<file path="src/hw/rtl/dq_pkg.sv">
// Package for the double-ended queue core: sizes, request and status codes,
// and the command/status structs between controller and datapath.
// No dependencies.
`default_nettype none

package dq_pkg;

    localparam int DEPTH   = 16;
    localparam int IDX_W   = $clog2(DEPTH);
    localparam int CNT_W   = $clog2(DEPTH + 1);
    localparam int DATA_W  = 8;
    localparam int KIND_W  = 2;
    localparam int STAT_W  = 2;
    localparam int OCC_W   = 5;

    // Request kinds
    localparam logic [KIND_W-1:0] KIND_PUSH_FRONT = 2'd0;
    localparam logic [KIND_W-1:0] KIND_PUSH_BACK  = 2'd1;
    localparam logic [KIND_W-1:0] KIND_POP_FRONT  = 2'd2;
    localparam logic [KIND_W-1:0] KIND_POP_BACK   = 2'd3;

    // Result status codes
    localparam logic [STAT_W-1:0] STAT_OK    = 2'd0;
    localparam logic [STAT_W-1:0] STAT_EMPTY = 2'd1;
    localparam logic [STAT_W-1:0] STAT_FULL  = 2'd2;

    // Controller -> datapath
    typedef struct packed {
        logic exec;      // perform the request on the input bus
        logic load_pop;  // capture RAM read data as the popped byte
    } dq_cmd_t;

    // Datapath -> controller
    typedef struct packed {
        logic pop_ok;    // request on the input bus is a pop that will read
    } dq_stat_t;

endpackage

`default_nettype wire

</file>
<file path="src/hw/rtl/dq_ram.sv">
// Generic single-write, single-read RAM with registered read data.
// No dependencies.
`default_nettype none

module dq_ram #(
    parameter int WIDTH = 8,
    parameter int DEPTH = 16
) (
    input  wire logic                     clk,
    input  wire logic                     we,
    input  wire logic [$clog2(DEPTH)-1:0] waddr,
    input  wire logic [WIDTH-1:0]         wdata,
    input  wire logic                     re,
    input  wire logic [$clog2(DEPTH)-1:0] raddr,
    output logic      [WIDTH-1:0]         rdata
);

    logic [WIDTH-1:0] mem [DEPTH];

    always_ff @(posedge clk)
    begin
        if (we)
        begin
            mem[waddr] <= wdata;
        end
        if (re)
        begin
            rdata <= mem[raddr];
        end
    end

endmodule

`default_nettype wire

</file>
<file path="src/hw/rtl/dq_ctrl.sv">
// Controller FSM for the double-ended queue core: sequences accept, RAM read
// and result hand-off. Depends on dq_pkg.
`default_nettype none

module dq_ctrl
    import dq_pkg::*;
(
    input  wire logic     clk,
    input  wire logic     rst_n,
    input  wire logic     s_tvalid,
    output logic          s_tready,
    output logic          m_tvalid,
    input  wire logic     m_tready,
    input  wire dq_stat_t stat,
    output dq_cmd_t       cmd
);

    typedef enum logic [2:0] {
        S_IDLE = 3'b001,
        S_READ = 3'b010,
        S_DONE = 3'b100
    } state_t;

    state_t state_reg, state_next;

    always_ff @(posedge clk or negedge rst_n)
    begin
        if (!rst_n)
        begin
            state_reg <= S_IDLE;
        end
        else
        begin
            state_reg <= state_next;
        end
    end

    always_comb
    begin
        state_next   = state_reg;
        cmd.exec     = 1'b0;
        cmd.load_pop = 1'b0;
        s_tready     = 1'b0;
        m_tvalid     = 1'b0;
        case (state_reg)
            S_IDLE:
            begin
                s_tready = 1'b1;
                if (s_tvalid)
                begin
                    cmd.exec   = 1'b1;
                    state_next = stat.pop_ok ? S_READ : S_DONE;
                end
            end
            S_READ:
            begin
                cmd.load_pop = 1'b1;
                state_next   = S_DONE;
            end
            S_DONE:
            begin
                m_tvalid = 1'b1;
                if (m_tready)
                begin
                    state_next = S_IDLE;
                end
            end
            default:
            begin
                state_next = S_IDLE;
            end
        endcase
    end

endmodule

`default_nettype wire

</file>
<file path="src/hw/rtl/dq_datapath.sv">
// Datapath of the double-ended queue core: ring indices, entry count, entry
// RAM and result registers. Depends on dq_pkg and dq_ram.
`default_nettype none

module dq_datapath
    import dq_pkg::*;
(
    input  wire logic              clk,
    input  wire logic              rst_n,
    input  wire logic [KIND_W-1:0] kind,
    input  wire logic [DATA_W-1:0] value,
    input  wire dq_cmd_t           cmd,
    output dq_stat_t               stat,
    output logic      [STAT_W-1:0] status,
    output logic      [DATA_W-1:0] popped,
    output logic      [OCC_W-1:0]  occupancy
);

    localparam logic [IDX_W-1:0] LAST_IDX = IDX_W'(DEPTH - 1);

    logic [IDX_W-1:0]  front_reg, front_next;
    logic [IDX_W-1:0]  back_reg, back_next;
    logic [CNT_W-1:0]  count_reg, count_next;
    logic [STAT_W-1:0] status_reg, status_next;
    logic [DATA_W-1:0] popped_reg;
    logic [OCC_W-1:0]  occ_reg;

    logic              ram_we, ram_re;
    logic [IDX_W-1:0]  ram_waddr, ram_raddr;
    logic [DATA_W-1:0] ram_rdata;

    logic              is_full, is_empty;
    logic [IDX_W-1:0]  front_inc, front_dec, back_inc, back_dec;

    assign is_full  = (count_reg == CNT_W'(DEPTH));
    assign is_empty = (count_reg == '0);

    assign front_inc = (front_reg == LAST_IDX) ? '0 : front_reg + 1'b1;
    assign front_dec = (front_reg == '0) ? LAST_IDX : front_reg - 1'b1;
    assign back_inc  = (back_reg == LAST_IDX) ? '0 : back_reg + 1'b1;
    assign back_dec  = (back_reg == '0) ? LAST_IDX : back_reg - 1'b1;

    assign stat.pop_ok = kind[1] && !is_empty;

    always_comb
    begin
        front_next  = front_reg;
        back_next   = back_reg;
        count_next  = count_reg;
        status_next = STAT_OK;
        ram_we      = 1'b0;
        ram_re      = 1'b0;
        ram_waddr   = back_reg;
        ram_raddr   = front_reg;
        case (kind)
            KIND_PUSH_FRONT:
            begin
                if (is_full)
                begin
                    status_next = STAT_FULL;
                end
                else
                begin
                    ram_we     = cmd.exec;
                    ram_waddr  = front_dec;
                    front_next = front_dec;
                    count_next = count_reg + 1'b1;
                end
            end
            KIND_PUSH_BACK:
            begin
                if (is_full)
                begin
                    status_next = STAT_FULL;
                end
                else
                begin
                    ram_we     = cmd.exec;
                    ram_waddr  = back_reg;
                    back_next  = back_inc;
                    count_next = count_reg + 1'b1;
                end
            end
            KIND_POP_FRONT:
            begin
                if (is_empty)
                begin
                    status_next = STAT_EMPTY;
                end
                else
                begin
                    ram_re     = cmd.exec;
                    ram_raddr  = front_reg;
                    front_next = front_inc;
                    count_next = count_reg - 1'b1;
                end
            end
            KIND_POP_BACK:
            begin
                if (is_empty)
                begin
                    status_next = STAT_EMPTY;
                end
                else
                begin
                    ram_re     = cmd.exec;
                    ram_raddr  = back_dec;
                    back_next  = back_dec;
                    count_next = count_reg - 1'b1;
                end
            end
            default:
            begin
                status_next = STAT_OK;
            end
        endcase
    end

    always_ff @(posedge clk or negedge rst_n)
    begin
        if (!rst_n)
        begin
            front_reg <= '0;
            back_reg  <= '0;
            count_reg <= '0;
        end
        else if (cmd.exec)
        begin
            front_reg <= front_next;
            back_reg  <= back_next;
            count_reg <= count_next;
        end
    end

    // Result registers, payload only
    always_ff @(posedge clk)
    begin
        if (cmd.exec)
        begin
            status_reg <= status_next;
            occ_reg    <= OCC_W'(count_next);
            popped_reg <= '0;
        end
        else if (cmd.load_pop)
        begin
            popped_reg <= ram_rdata;
        end
    end

    dq_ram #(
        .WIDTH (DATA_W),
        .DEPTH (DEPTH)
    ) u_ram (
        .clk   (clk),
        .we    (ram_we),
        .waddr (ram_waddr),
        .wdata (value),
        .re    (ram_re),
        .raddr (ram_raddr),
        .rdata (ram_rdata)
    );

    assign status    = status_reg;
    assign popped    = popped_reg;
    assign occupancy = occ_reg;

endmodule

`default_nettype wire

</file>
<file path="src/hw/rtl/double_ended_queue_core.sv">
// Top level of the double-ended queue core: stream ports, controller and
// datapath. Depends on dq_pkg, dq_ctrl, dq_datapath (and dq_ram below it).
//
//  Channel   Direction  Payload
//  --------  ---------  ---------------------------------------------------
//  s_axis    in         tuser: kind[1:0]; tdata: value[7:0]
//  m_axis    out        tuser: status[1:0]; tdata: popped[7:0], occupancy[12:8]
//
// One request at a time: a push shows its result valid in the cycle after the
// transfer in; a pop that reads an entry first passes through a read state,
// for the registered read port of the entry RAM. The next request is taken in
// the cycle after the result transfer. rst_n clears the indices, the count and
// the controller; entry contents are kept only as written. A stalled result
// (m_tready low) holds its payload and blocks new requests.
`default_nettype none

module double_ended_queue_core
    import dq_pkg::*;
(
    input  wire logic        clk,
    input  wire logic        rst_n,
    input  wire logic        s_tvalid,
    output logic             s_tready,
    input  wire logic [15:0] s_tdata,   // [7:0] value, [15:8] zero
    input  wire logic [1:0]  s_tuser,   // [1:0] kind
    output logic             m_tvalid,
    input  wire logic        m_tready,
    output logic      [15:0] m_tdata,   // [7:0] popped, [12:8] occupancy, [15:13] zero
    output logic      [1:0]  m_tuser    // [1:0] status
);

    dq_cmd_t           cmd;
    dq_stat_t          stat;
    logic [STAT_W-1:0] status;
    logic [DATA_W-1:0] popped;
    logic [OCC_W-1:0]  occupancy;

    // Sequencer: accept, optional RAM read, result hand-off
    dq_ctrl u_ctrl (
        .clk      (clk),
        .rst_n    (rst_n),
        .s_tvalid (s_tvalid),
        .s_tready (s_tready),
        .m_tvalid (m_tvalid),
        .m_tready (m_tready),
        .stat     (stat),
        .cmd      (cmd)
    );

    // Ring buffer state and result registers
    dq_datapath u_dp (
        .clk       (clk),
        .rst_n     (rst_n),
        .kind      (s_tuser[KIND_W-1:0]),
        .value     (s_tdata[DATA_W-1:0]),
        .cmd       (cmd),
        .stat      (stat),
        .status    (status),
        .popped    (popped),
        .occupancy (occupancy)
    );

    assign m_tdata = {3'b000, occupancy, popped};
    assign m_tuser = status;

endmodule

`default_nettype wire

</file>
<file path="config.mk">
export PLATFORM = sky130hd
export DESIGN_NAME = double_ended_queue_core
export DESIGN_NICKNAME = d
export VERILOG_FILES = /design/src/hw/rtl/dq_pkg.sv /design/src/hw/rtl/dq_ram.sv /design/src/hw/rtl/dq_ctrl.sv /design/src/hw/rtl/dq_datapath.sv /design/src/hw/rtl/double_ended_queue_core.sv
export SDC_FILE = /design/constraint.sdc
export NUM_CORES = 1
export LEC_CHECK = 0
export ABC_AREA = 1
export BUFFER_PORTS_ARGS = -buffer_cell sky130_fd_sc_hd__buf_2
export CORE_ASPECT_RATIO = 0.5
export CORE_MARGIN = 2
export CORE_UTILIZATION = 34
export CTS_BUF_LIST = sky130_fd_sc_hd__clkbuf_8
export DETAILED_ROUTE_END_ITERATION = 8
export GPL_TIMING_DRIVEN = 0
export HOLD_SLACK_MARGIN = 0.08
export SLEW_MARGIN = 20
export SYNTH_ARGS = -nofsm -noshare
export SYNTH_HDL_FRONTEND = slang
export SYNTH_HIERARCHICAL = 1
export SYNTH_SLANG_ARGS = --single-unit
</file>
<file path="constraint.sdc">
create_clock -name clk -period 3.7 [get_ports clk]
set_clock_uncertainty 0.15 [all_clocks]
set_input_delay 0.37 -clock clk [delete_from_list [all_inputs] [get_ports clk]]
set_output_delay 0.37 -clock clk [all_outputs]
set_load 0.05 [all_outputs]
</file>
* Yosys cells after proc, flatten, opt, wreduce, memory -nomap -nowiden
Memory sizes are Yosys's and may differ from the RTL's. A register that Yosys moved wholly into a read port is not among the register bits.
Cells that the tools add are included.
** Word-level totals
- Register bits :: 31
- Latch bits :: 0
- Memory bits (writable) :: 128
- Memory bits (read-only) :: 0
- Bits of input ports :: 22
- Output and inout bits :: 20
- Logic and storage cells :: 77
- Memories kept :: 1
** Memory list
- u_dp.u_ram.mem :: depth 16, bits a word 8, read ports 1, clocked after Yosys merged registers in 1, wr ports 1, RTL line dq_ram.sv:18 : logic [WIDTH-1:0] mem [DEPTH];
** Operators by class
- $add $sub $neg :: 6
- Multiply operators :: 0
- Divide/modulo/power cells :: 0
- $lt $le $gt $ge :: 0
- Equality and inequality tests :: 15
- Shifts and indexed selects :: 0
- Mux-type cells :: 35
- Bitwise logic cells :: 0
- Reduce and logical (&&, ||, !) cells :: 13
** Operators with widths (count)
- $mux 4 :: 12
- $pmux 4 s2 :: 2
- $mux 1 :: 12
- $ne 2x2->1 const B :: 6
- $mux 5 :: 2
- $pmux 5 s2 :: 1
- $mux 3 :: 3
- $pmux 3 s3 :: 1
- $add 4x1->4 const B :: 2
- $eq 4x4->1 const B :: 2
- $logic_not 4->1 :: 2
- $reduce_and 4->1 :: 2
- $sub 4x1->4 const B :: 2
- $add 5x1->5 const B :: 1
- $eq 5x5->1 const B :: 1
- $logic_not 5->1 :: 1
- $sub 5x1->5 const B :: 1
- $eq 2x2->1 const B :: 2
- $pmux 2 s2 :: 1
- $reduce_bool 2->1 :: 2
- $reduce_or 2->1 :: 2
- $eq 3x1->1 const B :: 1
- $eq 3x2->1 const B :: 1
- $eq 3x3->1 const B :: 1
- 6 further kinds :: 6

* Longest topological paths before layout
Gate-level depths: netlist of the first run.
- Depth after elaboration :: 6
- Gate-level depth with buffers :: 15
- Depth with buffers taken out :: 14

* Cells and area by module
Netlist of the first run, hierarchy kept.
** By module, submodules not included
- dq_ram :: instances 1, cells an instance 551, area an instance 5846.9 um2, seq. area each 4083.9 um2
- dq_datapath :: instances 1, cells an instance 231, area an instance 1742.9 um2, seq. area each 695.7 um2
- dq_ctrl :: instances 1, cells an instance 24, area an instance 185.2 um2, seq. area each 76.3 um2
- double_ended_queue_core :: instances 1, cells an instance 4, area an instance 26.3 um2, seq. area each 0.0 um2

* Least setup slack after synthesis of the first run
No wires, ideal clock.
- Kind :: reg2reg
- Start point :: register u_ctrl.state_reg[0]
- End point :: memory u_dp.u_ram.mem[12][0], enable pin
- Setup time :: 0.370 ns
- Arrival :: 2.244 ns
- Data required time :: 3.180 ns
- Slack :: 0.935 ns
- Cell stages (with the launch flop) :: 9
- Buffers on the path :: 2
- Cell sequence :: dfstp_2 > nand2_2 > nor2_1 > buf_4 > inv_1 > buf_2 > nor2_1 > nand3_1 > nor2_1
** RTL lines
- start: declaration :: RTL line dq_ctrl.sv:24 : state_t state_reg, state_next;
- start signal: assignment :: RTL line dq_ctrl.sv:34 : state_reg <= state_next;
- end: declaration :: RTL line dq_ram.sv:18

==> qor.csv, run 1 <==
metric,value,unit
synth_edf_count,143,
setup_viol,0,
r2r_slack,30,ps
dieArea,0.0242,sq mm
post_cts_buffers,0,
ir_drop,327,uV
total_power,6.81,mW
min_to,u_dp/u_ram/mem[14][7],
timing.final.crit_share,0.993,
crit_arrival,3610,ps
ys_async_sr_fraction,0.0958,
cp-startpoint,u_ctrl/state_reg[2],
initial_utilization,0.344,
relSlewSlack,0.430,
vias,5563,
yosysSeqAreaShare,0.622,
wl_per_cell,15.6,um
hp-class,in2reg,
critical_path_class,reg2reg,
dp_cells,1149,
clk_root_buffer_cell,clkbuf_8,
fillers,2180,
synth_cell_types,35,
drt_wl_total,18400,um
nets,892,
fp.dieW,218,um
overflow,0,
min_delay_path_depth,1,
rsz0062_at_grt,yes,
grt_antenna_before_repair,0,
grt_pass1_vias,5206,
period_minus_slack,3670,ps
post-dp-hpwl,12600,um
clock-sinks,167,
cts_tree,built,
diodes,0,
min_from,s_tdata[7],
hold_slack,179,ps
syn_area,0.00780,sq mm
fin_util,0.387,
track_usage,0.159,
die_y,111,um
max_freq,272,MHz
pin_count,42,
grt_pass1_wl,29100,um
row_count,39,
worstPathRequired,3640,ps
r2r_start,u_ctrl/state_reg[2],
port_buffers,30,
synthFlopType,edfxtp_1,
fin_tns_setup,0,ps
ant_nets,0,
reg2regPathDepth,9,
via_per_inst,4.70,
largest_register_ffs,128,
clk_pin_slew,100,ps
path_max_fanout,10,
htreeDepth,4,
syn_area_per_cell,9.63,sq um
areaGrowthSynthToFinish,12.7,%
grt_start_max_net_pins,18,
instances_no_fill,1184,
hold_violations,0,
numCtsBuffers,17,
outcome,"complete, no violations",
cap_violations,0,
tightest_slew,851,ps
final-max-slew-violation-count,0,
dr.first_iter.drc_count,530,
powerDensity,775,mW/mm^2
core-area,0.0227,sq mm
synth_cells,810,
synth-seq-cells,167,
drive_gt1_frac,0.144,
cp-end-kind,flop,
critPathLaunchType,flop,
gp_congestion,0.906,
yosysWarnings,6,
leakagePower,3.88,nW
clockBufferDepth,2,
first_pass_iters,5,
timing.rr.end,u_dp/u_ram/mem[12][4],
clock_latency,460,ps
drc_errors,0,
kinds of logic (layout without fill, tap and decap cells):
group,count (synthesis),in the layout,synth area share
AOI/OAI and AO/OA,25,25,0.0170
xor gates and xnor gates,9,9,0.0101
adders and majority gates,6,6,0.00962
buffers and inverters,167,232,0.0940
DFF,167,167,0.622
other,1,3,0.000481
and+or+nand+nor,435,435,0.246
worst max-delay path: stages (launching register included):
cell and delay (ps):
dfrtp_1 420, nor2_2 170, nand2_2 110, nor2_1 530
buf_4 290, inv_1 120, buf_2 210, nor2_1 280
nand3_1 280, nor2_1 740
metal layers:
metal	up-vias	GRT usage	wire [um]	share of wire
li1	2710	-	-	-
met1	2703	0.225	8760	0.47
met2	133	0.249	8390	0.46
met3	17	0.0283	1020	0.055
met4	0	0.0458	276	0.015
met5	-	0	0	0
layout make-up:
type / count / area, sq um / area share
sequential: 167 / 4860 / 0.553
timing repair buffer: 33 / 180 / 0.0205
clock buffer: 17 / 234 / 0.0266
multi-input combinational: 478 / 2240 / 0.255
buffer: 33 / 230 / 0.0262
inverter: 134 / 503 / 0.0572
clock inverter: 15 / 159 / 0.0181
tap: 307 / 384 / 0.0437
report_power, final:
group          switching (mW)  internal (mW)
Clock                   0.736          0.557
Sequential              0.136           2.30
Combinational            2.16          0.918
synth_stat cells, types with 7 or more instances:
master    count  area share
inv_2         7      0.0034
buf_2        16       0.010
nor2_1       41       0.020
edfxtp_1    143        0.55
nand2_1     248        0.12
buf_6         7       0.010
nand4_1       8      0.0064
o21ai_0      18       0.012
buf_4         9      0.0087
nand3_1     118       0.076
dfxtp_1       8       0.021
dfrtp_1      15       0.048
inv_1       127       0.061
what timing repair did:
item	CTS	global route
resized for setup	0	9
setup endpoints to repair	0	128
hold buffers	3	0
hold endpoints to repair	19	0
worst max-delay path by stage:
stage | cells after the start | end | slack [ps]
after global placement | 8 | u_dp/u_ram/mem[15][7] | 100
after floorplan | 8 | u_dp/u_ram/mem[12][0] | 940
after detailed placement | 9 | u_dp/u_ram/mem[10][0] | 50
final | 9 | u_dp/u_ram/mem[12][4] | 30
after CTS | 9 | u_dp/u_ram/mem[10][6] | 30
after global routing | 9 | u_dp/u_ram/mem[11][6] | -180
metrics by stage:
| step | worst slack (ps) | area, sq um |
|---|---|---|
| 2_1_floorplan | 935 | 7810 |
| 3_3_place_gp | 98.3 | 8340 |
| 3_5_place_dp | 48.0 | 8340 |
| 4_1_cts | 28.4 | 8770 |
| 5_1_grt | -182 | 8790 |
| 6_report | 27.0 | 8790 |
layout by cell type (no fill, tap or decap), types with 3 or more instances in the layout:
| master | instances |
|---|---|
| nand2_1 | 248 |
| edfxtp_1 | 143 |
| inv_1 | 127 |
| nand3_1 | 118 |
| buf_2 | 46 |
| nor2_1 | 32 |
| o21ai_0 | 18 |
| clkbuf_8 | 17 |
| dfrtp_1 | 15 |
| nor2_2 | 12 |
| buf_4 | 9 |
| nand4_1 | 8 |
| dfxtp_1 | 8 |
| inv_2 | 7 |
| buf_6 | 7 |
| inv_6 | 6 |
| ha_1 | 6 |
| xor2_1 | 5 |
| xnor2_1 | 4 |
| conb_1 | 3 |
| dlygate4sd3_1 | 3 |
| nand2_2 | 3 |
| nand2_4 | 3 |
| nand3b_1 | 3 |
Power figures use the tool's default switching activity.
==> run 2, diff against run 1 <==
==> constraint.sdc (replaced) <==
create_clock -name clk -period 3.85 [get_ports clk]
set_clock_uncertainty 0.15 [all_clocks]
set_input_delay 0.385 -clock clk [delete_from_list [all_inputs] [get_ports clk]]
set_output_delay 0.385 -clock clk [all_outputs]
set_load 0.05 [all_outputs]
==> qor.csv, run 2 (synthesis gave the netlist of run 1 again) <==
metric,value,unit
grt_pass1_vias,5206,
relSlewSlack,0.431,
diodes,0,
path_max_fanout,10,
fillers,2184,
drt_wl_total,18500,um
clockBufferDepth,2,
final_common_cell,nand2_1,
timing.final.crit_share,0.948,
row_count,39,
swShare,0.446,
switching_power,2.91,mW
final-max-slew-violation-count,0,
pwr-share-seq,0.358,
timing.rr.end,u_dp/u_ram/mem[12][4],
powerDensity,746,mW/mm^2
setup_viol,0,
worstPathRequired,3790,ps
worst_slack,200,ps
post-dp-hpwl,12600,um
largest_register_ffs,128,
grt_antenna_before_repair,0,
htreeDepth,4,
critPathLaunchType,flop,
critical_path_class,reg2reg,
via_per_inst,4.68,
leakagePower,3.88,nW
ir_drop,314,uV
initial_utilization,0.344,
dieArea,0.0242,sq mm
reg2regPathDepth,9,
cts_tree,built,
core-area,0.0227,sq mm
ant_nets,0,
gp_congestion,0.906,
hold_violations,0,
die_y,111,um
r2r_slack,200,ps
areaGrowthSynthToFinish,12.4,%
overflow,0,
cap_violations,0,
top_layer_used,met4,
tightest_slew,850,ps
met2_wirelength,8510,um
fp.dieW,218,um
clockPowerShare,0.190,
drive_gt1_frac,0.135,
clock-sinks,167,
period_minus_slack,3650,ps
hp-class,in2reg,
track_usage,0.159,
p_int,3.63,mW
final_cell_mix,"nand2_1, edfxtp_1, inv_1, nand3_1, buf_2",
wl_met3,1110,um
crit_path_end,u_dp/u_ram/mem[12][4],
total_power,6.54,mW
port_buffers,30,
p_comb_frac,0.452,
vias,5546,
grt_start_max_net_pins,18,
rsz0062_at_grt,yes,
nets,892,
crit_arrival,3590,ps
grt_pass1_wl,29100,um
numCtsBuffers,17,
dr.first_iter.drc_count,463,
dp_slack,198,ps
wl_per_cell,15.7,um
post_cts_buffers,0,
max_freq,274,MHz
drc_errors,0,
outcome,"complete, no violations",
clk_pin_slew,100,ps
r2r_start,u_ctrl/state_reg[1],
fin_tns_setup,0,ps
clock_latency,470,ps
cp-startpoint,u_ctrl/state_reg[1],
cp-end-kind,flop,
wl_met1,8680,um
clk_root_buffer_cell,clkbuf_8,
first_pass_iters,6,
pin_count,42,
==> run 2: changes by cell type in the layout (fill, tap and decap cells not counted) <==
cell / change
nor2_1: +8
nor2_2: -8
==> run 2: worst min-delay path by stage <==
stage,from,end,cells past startpoint
4_1_cts,s_tdata[7],u_dp/u_ram/mem[15][7],1
5_1_grt,s_tdata[7],u_dp/u_ram/mem[14][7],1
2_1_floorplan,rst_n,u_ctrl/state_reg[1],0
3_5_place_dp,rst_n,u_dp/front_reg[1],1
6_report,s_tdata[7],u_dp/u_ram/mem[14][7],1
3_3_place_gp,rst_n,u_dp/front_reg[1],1
==> run 2: final cells by class <==
class                           count  area (sq um)  share of cell area
Sequential cell                   167          4860               0.554
Buffer                             33           230              0.0263
Multi-Input combinational cell    478          2220               0.253
Inverter                          134           503              0.0574
Tap cell                          307           384              0.0438
Timing Repair Buffer               33           180              0.0205
Clock inverter                     15           159              0.0181
Clock buffer                       17           234              0.0267
==> run 2: per-stage QoR <==
stage	utilization	cell area, sq um	hold WS, ps	cells
after detailed placement	0.368	8340	185	1149
after global placement	0.368	8340	184	1149
after CTS	0.386	8770	159	1184
after global routing	0.386	8770	162	1184
final	0.386	8770	185	1184
after floorplan	-	7810	-60.6	812
==> run 2: power groups by stage <==
| stage | Sequential (mW) | Combinational, mW | Clock, mW |
|---|---|---|---|
| 5_1_grt | 2.37 | 3.24 | 1.36 |
| 4_1_cts | 2.34 | 2.92 | 1.28 |
| 3_5_place_dp | 2.38 | 2.92 | 0 |
| 2_1_floorplan | 2.56 | 1.86 | 0 |
| 3_3_place_gp | 2.38 | 2.87 | 0 |
| 6_report | 2.34 | 2.96 | 1.24 |
==> run 2: layer usage <==
layer | GRT usage | vias to the layer above
li1 | - | 2710
met1 | 0.225 | 2655
met2 | 0.249 | 168
met3 | 0.0283 | 13
met4 | 0.0458 | 0
met5 | 0 | -
==> run 2: critical path: stages (launching register included) <==
cell and delay [ps]:
dfrtp_1 430, nor2_2 160, nand2_2 110, nor2_1 530, buf_4 290, inv_1 120, buf_2 210, nor2_1 280
nand3_1 270, nor2_1 730
==> run 2: timing repair <==
item / 4_1_cts / 5_1_grt
setup endpoints to repair: 0 / 30
resized for setup: 0 / 1
endpoints found under the hold margin: 19 / 0
hold buffers: 3 / 0
